$ cat src/assert_macros.svh
// Assertion macros shared by the logic instruction unit.
// Every macro expects clk_i and rst_ni to be visible where it is used.
`ifndef ASSERT_MACROS_SVH
`define ASSERT_MACROS_SVH

// A property that must hold at every clock edge outside reset.
`define MLI_ASSERT(lbl, prop, msg) \
  lbl: assert property (@(posedge clk_i) disable iff (!rst_ni) (prop)) else $error(msg);

// A condition in one cycle that forces a consequence in the next cycle.
`define MLI_ASSERT_NEXT(lbl, ante, cons, msg) \
  lbl: assert property (@(posedge clk_i) disable iff (!rst_ni) (ante) |=> (cons)) \
    else $error(msg);

`endif

$ cat src/mli_pkg.sv
// Package of the logic instruction unit: payload structs, decoded item,
// opcode and result codes, and the shared logic operation function.
`default_nettype none

package mli_pkg;

  localparam logic [15:0] SR_IMPL_MASK = 16'hA71F;
  localparam logic [15:0] SR_RESET     = 16'h2700;
  localparam int unsigned SR_S_BIT     = 13;

  localparam logic [15:0] OP_ANDI_CCR = 16'h023C;
  localparam logic [15:0] OP_ANDI_SR  = 16'h027C;
  localparam logic [15:0] OP_ORI_CCR  = 16'h003C;
  localparam logic [15:0] OP_ORI_SR   = 16'h007C;
  localparam logic [15:0] OP_EORI_CCR = 16'h0A3C;
  localparam logic [15:0] OP_EORI_SR  = 16'h0A7C;

  localparam logic [15:0] OP_HI_MASK  = 16'hFF00;
  localparam logic [15:0] OP_ORI      = 16'h0000;
  localparam logic [15:0] OP_ANDI     = 16'h0200;
  localparam logic [15:0] OP_EORI     = 16'h0A00;
  localparam logic [15:0] OP_NOT      = 16'h4600;
  localparam logic [15:0] OP_EOR_MASK = 16'hF100;
  localparam logic [15:0] OP_EOR      = 16'hB100;
  localparam logic [15:0] OP_LINE_MASK = 16'hF000;
  localparam logic [15:0] OP_AND      = 16'hC000;
  localparam logic [15:0] OP_OR       = 16'h8000;

  localparam logic [1:0] TGT_NONE = 2'd0;
  localparam logic [1:0] TGT_DREG = 2'd1;
  localparam logic [1:0] TGT_EA   = 2'd2;

  localparam logic [1:0] OPSZ_BYTE = 2'd0;
  localparam logic [1:0] OPSZ_WORD = 2'd1;
  localparam logic [1:0] OPSZ_LONG = 2'd2;
  localparam logic [1:0] OPSZ_BAD  = 2'd3;

  localparam logic [1:0] OUTCOME_EXEC    = 2'd0;
  localparam logic [1:0] OUTCOME_PRIV    = 2'd1;
  localparam logic [1:0] OUTCOME_ILLEGAL = 2'd2;

  localparam logic [2:0] MODE_DREG = 3'd0;
  localparam logic [2:0] MODE_AREG = 3'd1;
  localparam logic [2:0] MODE_EXT  = 3'd7;

  typedef enum logic [1:0] {
    CLS_NONE,
    CLS_LOGIC,
    CLS_CCR,
    CLS_SR
  } op_class_e;

  typedef enum logic [1:0] {
    LK_AND,
    LK_OR,
    LK_EOR
  } logic_kind_e;

  typedef struct packed {
    logic [15:0] opcode;
    logic [31:0] immediate;
    logic [31:0] dreg_operand;
    logic [31:0] ea_operand;
    logic [4:0]  ea_extra_cycles;
  } in_item_t;

  typedef struct packed {
    logic [31:0] result_value;
    logic [1:0]  write_target;
    logic [2:0]  target_reg;
    logic [1:0]  op_size;
    logic [15:0] status_out;
    logic [1:0]  outcome;
    logic        leave_supervisor;
    logic [5:0]  cycle_count;
  } out_item_t;

  // Classified instruction as it waits between decode and execute.
  typedef struct packed {
    op_class_e   cls;
    logic_kind_e kind;
    logic [31:0] opa;
    logic [31:0] opb;
    logic [1:0]  size;
    logic [1:0]  tgt;
    logic [2:0]  treg;
    logic [5:0]  cyc;
  } dec_item_t;

  function automatic logic [31:0] logic_apply(logic_kind_e kind, logic [31:0] a,
                                              logic [31:0] b);
    logic [31:0] r;
    case (kind)
      LK_AND:  r = a & b;
      LK_OR:   r = a | b;
      default: r = a ^ b;
    endcase
    return r;
  endfunction

endpackage

`default_nettype wire

$ cat src/m68k_logic_instruction_unit.sv
// Top level of the logic instruction unit: decode front, decoded-item queue
// and execute back. Uses mli_pkg, mli_front, mli_queue and mli_back.
//
// Usage:
//   Input channel: drive item_i and raise push; the instruction transfers at a
//   rising edge where push is high and full is low. Each item carries one
//   opcode with its immediate, data-register and effective-address operands.
//   Result channel: while empty is low, result_o holds the oldest result; it
//   transfers at a rising edge where pop is high and empty is low.
//   Path: the decoded item is written into the queue at the input transfer;
//   the execute stage registers it into result_o once the result slot is free
//   or being popped, and it can be popped from then on.
//   Throughput: one instruction per cycle, sustained while pop stays high; the single
//   status register update in the execute stage sets this figure.
//   Stalls: when pop stays low, the result register holds, the two-entry queue
//   fills, and full rises once two more decoded items are waiting.
//   Reset: asynchronous, active low; the queue and result register empty and
//   the status register returns to 0x2700 (supervisor, interrupts masked).
`default_nettype none

module m68k_logic_instruction_unit (
  input  logic               clk_i,
  input  logic               rst_ni,
  input  logic               push,
  output logic               full,
  input  mli_pkg::in_item_t  item_i,
  output logic               empty,
  input  logic               pop,
  output mli_pkg::out_item_t result_o
);
  import mli_pkg::*;

  dec_item_t dec_in;
  dec_item_t dec_out;
  logic      dec_valid;
  logic      dec_take;

  mli_front u_front (
    .item_i (item_i),
    .dec_o  (dec_in)
  );

  mli_queue u_queue (
    .clk_i     (clk_i),
    .rst_ni    (rst_ni),
    .wr_i      (push),
    .wr_data_i (dec_in),
    .full_o    (full),
    .rd_i      (dec_take),
    .valid_o   (dec_valid),
    .rd_data_o (dec_out)
  );

  mli_back u_back (
    .clk_i       (clk_i),
    .rst_ni      (rst_ni),
    .dec_valid_i (dec_valid),
    .dec_i       (dec_out),
    .dec_take_o  (dec_take),
    .empty_o     (empty),
    .pop_i       (pop),
    .result_o    (result_o)
  );

endmodule

`default_nettype wire

$ cat src/mli_front.sv
// Decode front of the logic instruction unit: classifies one opcode,
// selects operands and works out the write target and cycle count. Uses mli_pkg.
`default_nettype none

module mli_front (
  input  mli_pkg::in_item_t  item_i,
  output mli_pkg::dec_item_t dec_o
);
  import mli_pkg::*;

  logic [15:0] op;
  logic [2:0]  mode;
  logic [2:0]  ereg;
  logic [1:0]  sz;
  logic [2:0]  opm;
  logic        data_alt;
  logic        mem_alt;
  logic        data_src;
  logic        dreg_dst;
  logic        is_long;
  logic [5:0]  extra;

  assign op       = item_i.opcode;
  assign mode     = op[5:3];
  assign ereg     = op[2:0];
  assign sz       = op[7:6];
  assign opm      = op[8:6];
  assign extra    = {1'b0, item_i.ea_extra_cycles};
  assign dreg_dst = (mode == MODE_DREG);
  assign is_long  = (sz == OPSZ_LONG);

  assign data_alt = (mode != MODE_AREG) && ((mode != MODE_EXT) || (ereg <= 3'd1));
  assign mem_alt  = (mode != MODE_DREG) && (mode != MODE_AREG) &&
                    ((mode != MODE_EXT) || (ereg <= 3'd1));
  assign data_src = (mode != MODE_AREG) && ((mode != MODE_EXT) || (ereg <= 3'd4));

  always_comb begin
    dec_o      = '0;
    dec_o.cls  = CLS_NONE;
    dec_o.kind = LK_AND;
    if (op == OP_ANDI_CCR || op == OP_ORI_CCR || op == OP_EORI_CCR) begin
      dec_o.cls  = CLS_CCR;
      dec_o.kind = (op == OP_ANDI_CCR) ? LK_AND : (op == OP_ORI_CCR) ? LK_OR : LK_EOR;
      // AND to the condition codes must leave the system byte untouched.
      dec_o.opb  = {16'h0000, (op == OP_ANDI_CCR) ? 8'hFF : 8'h00, item_i.immediate[7:0]};
      dec_o.size = OPSZ_BYTE;
      dec_o.cyc  = 6'd20;
    end else if (op == OP_ANDI_SR || op == OP_ORI_SR || op == OP_EORI_SR) begin
      dec_o.cls  = CLS_SR;
      dec_o.kind = (op == OP_ANDI_SR) ? LK_AND : (op == OP_ORI_SR) ? LK_OR : LK_EOR;
      dec_o.opb  = {16'h0000, item_i.immediate[15:0]};
      dec_o.size = OPSZ_WORD;
    end else if (((op & OP_HI_MASK) == OP_ORI || (op & OP_HI_MASK) == OP_ANDI ||
                  (op & OP_HI_MASK) == OP_EORI) && sz != OPSZ_BAD && data_alt) begin
      dec_o.cls  = CLS_LOGIC;
      dec_o.kind = ((op & OP_HI_MASK) == OP_ANDI) ? LK_AND :
                   ((op & OP_HI_MASK) == OP_ORI) ? LK_OR : LK_EOR;
      dec_o.opa  = item_i.immediate;
      dec_o.opb  = item_i.ea_operand;
      dec_o.size = sz;
      dec_o.tgt  = dreg_dst ? TGT_DREG : TGT_EA;
      dec_o.treg = dreg_dst ? ereg : 3'd0;
      dec_o.cyc  = dreg_dst ? (is_long ? 6'd16 : 6'd8) : (is_long ? 6'd20 : 6'd12) + extra;
    end else if ((op & OP_HI_MASK) == OP_NOT && sz != OPSZ_BAD && data_alt) begin
      dec_o.cls  = CLS_LOGIC;
      dec_o.kind = LK_EOR;
      dec_o.opa  = '1;
      dec_o.opb  = item_i.ea_operand;
      dec_o.size = sz;
      dec_o.tgt  = dreg_dst ? TGT_DREG : TGT_EA;
      dec_o.treg = dreg_dst ? ereg : 3'd0;
      dec_o.cyc  = dreg_dst ? (is_long ? 6'd6 : 6'd4) : (is_long ? 6'd12 : 6'd8) + extra;
    end else if ((op & OP_EOR_MASK) == OP_EOR && sz != OPSZ_BAD && data_alt) begin
      dec_o.cls  = CLS_LOGIC;
      dec_o.kind = LK_EOR;
      dec_o.opa  = item_i.dreg_operand;
      dec_o.opb  = item_i.ea_operand;
      dec_o.size = sz;
      dec_o.tgt  = dreg_dst ? TGT_DREG : TGT_EA;
      dec_o.treg = dreg_dst ? ereg : 3'd0;
      dec_o.cyc  = dreg_dst ? (is_long ? 6'd8 : 6'd4) : (is_long ? 6'd12 : 6'd8) + extra;
    end else if ((op & OP_LINE_MASK) == OP_AND || (op & OP_LINE_MASK) == OP_OR) begin
      dec_o.kind = ((op & OP_LINE_MASK) == OP_AND) ? LK_AND : LK_OR;
      dec_o.opa  = item_i.ea_operand;
      dec_o.opb  = item_i.dreg_operand;
      if (opm <= 3'd2 && data_src) begin
        dec_o.cls  = CLS_LOGIC;
        dec_o.size = opm[1:0];
        dec_o.tgt  = TGT_DREG;
        dec_o.treg = op[11:9];
        if (opm[1:0] == OPSZ_LONG) begin
          dec_o.cyc = ((dreg_dst || (mode == MODE_EXT && ereg == 3'd4)) ? 6'd8 : 6'd6) +
                      extra;
        end else begin
          dec_o.cyc = 6'd4 + extra;
        end
      end else if (opm >= 3'd4 && opm <= 3'd6 && mem_alt) begin
        dec_o.cls  = CLS_LOGIC;
        dec_o.size = opm[1:0];
        dec_o.tgt  = TGT_EA;
        dec_o.cyc  = ((opm[1:0] == OPSZ_LONG) ? 6'd12 : 6'd8) + extra;
      end
    end
  end

endmodule

`default_nettype wire

$ cat src/mli_queue.sv
// Two-entry queue of decoded instructions between decode and execute.
// Uses mli_pkg for the decoded item type.
`default_nettype none

module mli_queue (
  input  logic               clk_i,
  input  logic               rst_ni,
  input  logic               wr_i,
  input  mli_pkg::dec_item_t wr_data_i,
  output logic               full_o,
  input  logic               rd_i,
  output logic               valid_o,
  output mli_pkg::dec_item_t rd_data_o
);
  import mli_pkg::*;

  dec_item_t  mem_q [2];
  logic       wr_ptr_q, wr_ptr_d;
  logic       rd_ptr_q, rd_ptr_d;
  logic [1:0] count_q, count_d;
  logic       do_wr;
  logic       do_rd;

  assign full_o    = (count_q == 2'd2);
  assign valid_o   = (count_q != 2'd0);
  assign rd_data_o = mem_q[rd_ptr_q];
  assign do_wr     = wr_i && !full_o;
  assign do_rd     = rd_i && valid_o;

  always_comb begin
    wr_ptr_d = do_wr ? ~wr_ptr_q : wr_ptr_q;
    rd_ptr_d = do_rd ? ~rd_ptr_q : rd_ptr_q;
    count_d  = count_q;
    if (do_wr && !do_rd) begin
      count_d = count_q + 2'd1;
    end else if (do_rd && !do_wr) begin
      count_d = count_q - 2'd1;
    end
  end

  always_ff @(posedge clk_i or negedge rst_ni) begin
    if (!rst_ni) begin
      wr_ptr_q <= 1'b0;
      rd_ptr_q <= 1'b0;
      count_q  <= 2'd0;
    end else begin
      wr_ptr_q <= wr_ptr_d;
      rd_ptr_q <= rd_ptr_d;
      count_q  <= count_d;
    end
  end

  always_ff @(posedge clk_i) begin
    if (do_wr) begin
      mem_q[wr_ptr_q] <= wr_data_i;
    end
  end

endmodule

`default_nettype wire

$ cat src/mli_back.sv
// Execute back of the logic instruction unit: holds the status register,
// carries out one decoded instruction and registers its result. Uses mli_pkg.
`default_nettype none

`include "assert_macros.svh"

module mli_back (
  input  logic               clk_i,
  input  logic               rst_ni,
  input  logic               dec_valid_i,
  input  mli_pkg::dec_item_t dec_i,
  output logic               dec_take_o,
  output logic               empty_o,
  input  logic               pop_i,
  output mli_pkg::out_item_t result_o
);
  import mli_pkg::*;

  logic [15:0] sr_q, sr_d;
  out_item_t   out_q, out_d;
  logic        out_valid_q;
  logic [31:0] raw;
  logic [31:0] res;
  logic        msb;
  logic [31:0] sr_logic;

  // A new instruction is taken whenever the result slot is free or drains now.
  assign dec_take_o = dec_valid_i && (!out_valid_q || pop_i);
  assign empty_o    = !out_valid_q;
  assign result_o   = out_q;

  assign raw      = logic_apply(dec_i.kind, dec_i.opa, dec_i.opb);
  assign sr_logic = logic_apply(dec_i.kind, {16'h0000, sr_q}, dec_i.opb);

  always_comb begin
    case (dec_i.size)
      OPSZ_BYTE: begin
        res = {24'h000000, raw[7:0]};
        msb = raw[7];
      end
      OPSZ_WORD: begin
        res = {16'h0000, raw[15:0]};
        msb = raw[15];
      end
      default: begin
        res = raw;
        msb = raw[31];
      end
    endcase
  end

  always_comb begin
    sr_d  = sr_q;
    out_d = '0;
    out_d.outcome = OUTCOME_ILLEGAL;
    unique case (dec_i.cls)
      CLS_LOGIC: begin
        sr_d = {sr_q[15:4], msb, (res == 32'h0), 2'b00} & SR_IMPL_MASK;
        out_d.result_value = res;
        out_d.write_target = dec_i.tgt;
        out_d.target_reg   = dec_i.treg;
        out_d.op_size      = dec_i.size;
        out_d.outcome      = OUTCOME_EXEC;
        out_d.cycle_count  = dec_i.cyc;
      end
      CLS_CCR: begin
        sr_d = sr_logic[15:0] & SR_IMPL_MASK;
        out_d.op_size     = OPSZ_BYTE;
        out_d.outcome     = OUTCOME_EXEC;
        out_d.cycle_count = dec_i.cyc;
      end
      CLS_SR: begin
        out_d.op_size = OPSZ_WORD;
        if (!sr_q[SR_S_BIT]) begin
          // User mode: the write is refused and exception processing is counted.
          out_d.outcome     = OUTCOME_PRIV;
          out_d.cycle_count = 6'd34;
        end else begin
          sr_d = sr_logic[15:0] & SR_IMPL_MASK;
          out_d.outcome          = OUTCOME_EXEC;
          out_d.leave_supervisor = !sr_d[SR_S_BIT];
          out_d.cycle_count      = 6'd20;
        end
      end
      default: begin
        out_d.outcome = OUTCOME_ILLEGAL;
      end
    endcase
    out_d.status_out = sr_d;
  end

  always_ff @(posedge clk_i or negedge rst_ni) begin
    if (!rst_ni) begin
      sr_q        <= SR_RESET;
      out_valid_q <= 1'b0;
    end else begin
      if (dec_take_o) begin
        sr_q        <= sr_d;
        out_valid_q <= 1'b1;
      end else if (pop_i) begin
        out_valid_q <= 1'b0;
      end
    end
  end

  always_ff @(posedge clk_i) begin
    if (dec_take_o) begin
      out_q <= out_d;
    end
  end

  `MLI_ASSERT(a_sr_impl_bits, (sr_q & ~SR_IMPL_MASK) == 16'h0000, "unimplemented SR bit set")
  `MLI_ASSERT(a_status_matches, !out_valid_q || (out_q.status_out == sr_q), "status_out differs from SR")
  `MLI_ASSERT(a_illegal_quiet, !out_valid_q || (out_q.outcome != OUTCOME_ILLEGAL) || ((out_q.result_value == 32'h0) && (out_q.cycle_count == 6'd0) && (out_q.write_target == TGT_NONE)), "illegal opcode result not cleared")
  `MLI_ASSERT_NEXT(a_user_sr_priv, dec_take_o && (dec_i.cls == CLS_SR) && !sr_q[SR_S_BIT], out_q.outcome == OUTCOME_PRIV, "SR write in user mode not refused")

endmodule

`default_nettype wire

$ cat config.mk
export PLATFORM = sky130hd
export DESIGN_NAME = m68k_logic_instruction_unit
export DESIGN_NICKNAME = d
export VERILOG_FILES = /design/src/mli_pkg.sv /design/src/m68k_logic_instruction_unit.sv /design/src/mli_front.sv /design/src/mli_queue.sv /design/src/mli_back.sv
export VERILOG_INCLUDE_DIRS = /design/src /design/src/src
export SDC_FILE = /design/constraint.sdc
export NUM_CORES = 1
export LEC_CHECK = 0
export BUFFER_PORTS_ARGS = -buffer_cell sky130_fd_sc_hd__buf_2
export CAP_MARGIN = 5
export CORE_ASPECT_RATIO = 0.5
export CORE_MARGIN = 1
export CORE_UTILIZATION = 30
export DETAILED_ROUTE_END_ITERATION = 8
export PLACE_DENSITY = 0.57
export SYNTH_ARGS = -nofsm -noshare
export SYNTH_HDL_FRONTEND = slang
export SYNTH_HIERARCHICAL = 1
export SYNTH_SLANG_ARGS = --single-unit
export TNS_END_PERCENT = 50
$ cat constraint.sdc
create_clock -name clk_i -period 5.15 [get_ports clk_i]
set_clock_uncertainty 0.05 [all_clocks]
set_input_delay 0.2575 -clock clk_i [delete_from_list [all_inputs] [get_ports clk_i]]
set_output_delay 0.2575 -clock clk_i [all_outputs]
set_load 0.1 [all_outputs]
==> flow_summary.toml <==
[clocking]
cts_htree_levels = 1
clkSlewWorstSetupHoldPaths_ps = 60
ctsLongestPathBuffers = 3
cts_tree = "yes"
cts_resized = 0
worstSkewPairLatency_ps = 540
cts_sinks = 247
cts_made_buffers = 26
root_buffer = "clkbuf_16"

[sta]
fin_crit_ps = 3708
fin_crit_sh_pct = 72.00
fin_setup_tns_ps = 0
hold_violations = 0
slew_viol_final = 0
setup_slack_ps = 1442
worst_pin_slew_ps = 1043
max_freq_ghz = 0.2697
rsz0062_at_grt = "false"
finalSetupViolations = 0
slew_headroom_pct = 30.28

[worst_hold_path]
hold_start = "item_i[14]"
min_path_type = "input port to register"
hold-path-cell-count = 3

[global_route]
grt_pass1_wl_mm = 54.90
grt_pass1_vias = 9111
track_usage_pct = 14.93
antenna_found_initial = 2
grt_max_degree = 85
grt_remaining_overflow = 0

[cells_and_area]
syn_to_final_growth_pct = 15.93
postLayoutCellArea_um2 = 16360
final-seq-area_um2 = 7321
multi_input_area_um2 = 5891
drive_gt1_share_pct = 27.01
nNetsFinal = 1546
fill_cells = 4502

[critical_path]
slowest_stage = "dfrtp_4"
endpoint_kind = "register"
path_depth = 9
cp.buffers_inverters = 1
crit_path_max_incr_delay_ps = 820
r2r-start = "u_queue/rd_ptr_q"
worstPathRequired_ps = 5460
crit_start = "u_queue/rd_ptr_q"
r2r_cells = 9
crit_path_max_fanout = 39
cp_data_arrival_time_ps = 4020
crit_family = "simple AND/OR/NAND/NOR gates"
startpoint_type = "register"
path_cells = "buf_12 -> mux2_4 -> ha_1 -> or2_1 -> a32oi_1 -> nand4_1 -> nor4_1 -> o2111ai_1 -> a22oi_1"
r2r_slack_ps = 1440
worst-setup-path-type = "register to register"

[routing]
wl_mm = 36.99
vias = 9624
dr.pass1.iters = 6
drc = 0
final_antenna_net_count = 0
vias_per_cell = 4.880
first_iter_violations = 963
wire_per_inst_um = 18.76

[placed_design]
dp_slack_ps = 1539
dpl-instance-area_um2 = 15450
port_buffers = 186
gp_congestion = 0.8424
dp_hpwl_mm = 26.83

[pwr]
p_leak_nw = 6.882
p_total_mw = 10.25
ir_worst_vdd_mv = 0.4618
power.density_nw_per_um2 = 626.5

[floorplan]
rows = 55
initial_core_util_pct = 30.79
core_um2 = 45830
chipWidth_um = 308.7
chipHeight_um = 155.4
floorplan.die_area_um2 = 47970
pin_count = 187

[synthesis]
synth-edff-count = 226
ys_warn_count = 6
synthCells = 1156
syn_nets = 1377
syn_area_per_cell_um2 = 12.21
synthFlopType = "edfxtp_1"
ys_ff_latch = 247
synth_cell_types = 84
synthArstFlopShare_pct = 8.502
yosysSeqAreaShare_pct = 51.84
syn_area_um2 = 14110

[job]
maxCapViolations = 0

[outcome]
status = "finished, final reports clean"
-- metal layers --
metal  up-vias  share of wire, %  GRT usage, %
met5         -             0.032             0
met4         2               1.7         2.914
met3        45               4.8         2.425
met2       245                49         25.05
met1      4754                45         20.33
li1       4578                 -             -
-- cells in the final DEF, fill, tap and decap left out, types with 12 or more instances in the layout --
master / instances
a21oi_1: 26
a221oi_1: 32
a22o_1: 19
and2_1: 18
buf_2: 186
buf_4: 15
clkbuf_16: 26
dfrtp_1: 16
edfxtp_1: 226
ha_1: 98
inv_1: 101
mux2_4: 79
nand2_1: 88
nand2b_1: 12
nand3_1: 13
nand4_1: 15
nor2_1: 91
nor2b_1: 19
o21ai_0: 39
o21ai_1: 29
-- power by group --
part | leakage, nW | internal (mW) | total, mW | switching [mW]
Combinational | 4.00 | 1.44 | 5.12 | 3.68
Sequential | 2.47 | 2.96 | 3.24 | 0.280
Clock | 0.412 | 1.11 | 1.89 | 0.778
-- Yosys cell counts, types with 6 or more instances --
| master | number | share of area (%) |
|---|---|---|
| edfxtp_1 | 226 | 48 |
| nor2_1 | 92 | 2.4 |
| or2_1 | 11 | 0.49 |
| nor3_1 | 6 | 0.21 |
| clkbuf_1 | 19 | 0.51 |
| inv_1 | 102 | 2.7 |
| dfrtp_1 | 17 | 3.0 |
| and2_1 | 18 | 0.80 |
| o211ai_1 | 6 | 0.32 |
| a221oi_1 | 32 | 2.0 |
| buf_6 | 13 | 1.0 |
| o21ai_0 | 39 | 1.4 |
| a222oi_1 | 8 | 0.57 |
| and3_1 | 8 | 0.35 |
| a22o_1 | 19 | 1.2 |
| a21oi_1 | 26 | 0.92 |
| a211oi_1 | 9 | 0.48 |
| o21ai_1 | 29 | 1.0 |
| a31oi_1 | 10 | 0.44 |
| nand2_1 | 88 | 2.3 |
| mux2_4 | 79 | 8.4 |
| buf_12 | 8 | 1.1 |
| a32oi_1 | 10 | 0.62 |
| nand2b_1 | 12 | 0.53 |
| nand3_1 | 13 | 0.46 |
| nand4_1 | 15 | 0.66 |
| buf_2 | 17 | 0.60 |
| ha_1 | 98 | 8.7 |
| nor2b_1 | 19 | 0.84 |
| mux2_2 | 7 | 0.56 |
-- cell families (layout without fill, tap and decap cells) --
| group | count (synthesis) | in the layout | share of synthesized area [%] |
|---|---|---|---|
| flip-flops | 247 | 247 | 51.84 |
| AND/OR/NAND/NOR | 315 | 315 | 11.29 |
| other | 0 | 1 | 0 |
| AO/OA/AOI/OAI | 225 | 225 | 11.53 |
| multiplexers | 91 | 91 | 9.317 |
| buffers and inverters | 170 | 358 | 6.551 |
| adder cells (fa/ha/maj) | 100 | 100 | 8.972 |
| XOR/XNOR | 8 | 8 | 0.4965 |
-- worst min-delay path: stages --
cell and delay [ps]:
buf_2 90, nand2_1 50, nand4_1 90
-- final timing paths --
| check | to |
|---|---|
| max in group asynchronous | u_queue/rd_ptr_q |
| worst min-delay path | u_queue/mem_q[1][22] |
| min in group asynchronous | u_back/sr_q[7] |
| worst max register to register | u_back/result_o[11] |
| worst min register to register | u_back/sr_q[5] |
| worst max-delay path | u_back/result_o[11] |
-- stage by stage --
| step | util (%) | cells | hold slack, ps |
|---|---|---|---|
| 6_report | 35.70 | 1972 | 17.09 |
| 5_1_grt | 35.69 | 1971 | 16.43 |
| 4_1_cts | 35.69 | 1971 | 3.141 |
| 3_5_place_dp | 33.72 | 1919 | 241.1 |
| 3_3_place_gp | 33.72 | 1919 | 249.1 |
| 2_1_floorplan | - | 1156 | -88.09 |
-- registers in the layout, indices dropped and copies added (netlist names) --
signal,flops
u_back/sr_q,16
u_queue/rd_ptr_q,1
u_back/result_o,64
u_queue/count_q,2
u_queue/mem_q,162
u_queue/wr_ptr_q,1
u_back/out_valid_q,1
-- area by class of cell --
class	count	area share, %
antenna	1	0.01529
inverter	104	2.401
timing repair buffer	207	6.806
clock inverter	12	0.9329
clock buffer	35	4.305
multi-input combinational	739	36.00
tap	627	4.795
sequential	247	44.74
-- what timing repair did --
item                      4_1_cts  5_1_grt
buffers inserted                0        0
hold endpoints to repair       22        0
hold buffers                    5        0
(Power assumes the default switching activity.)
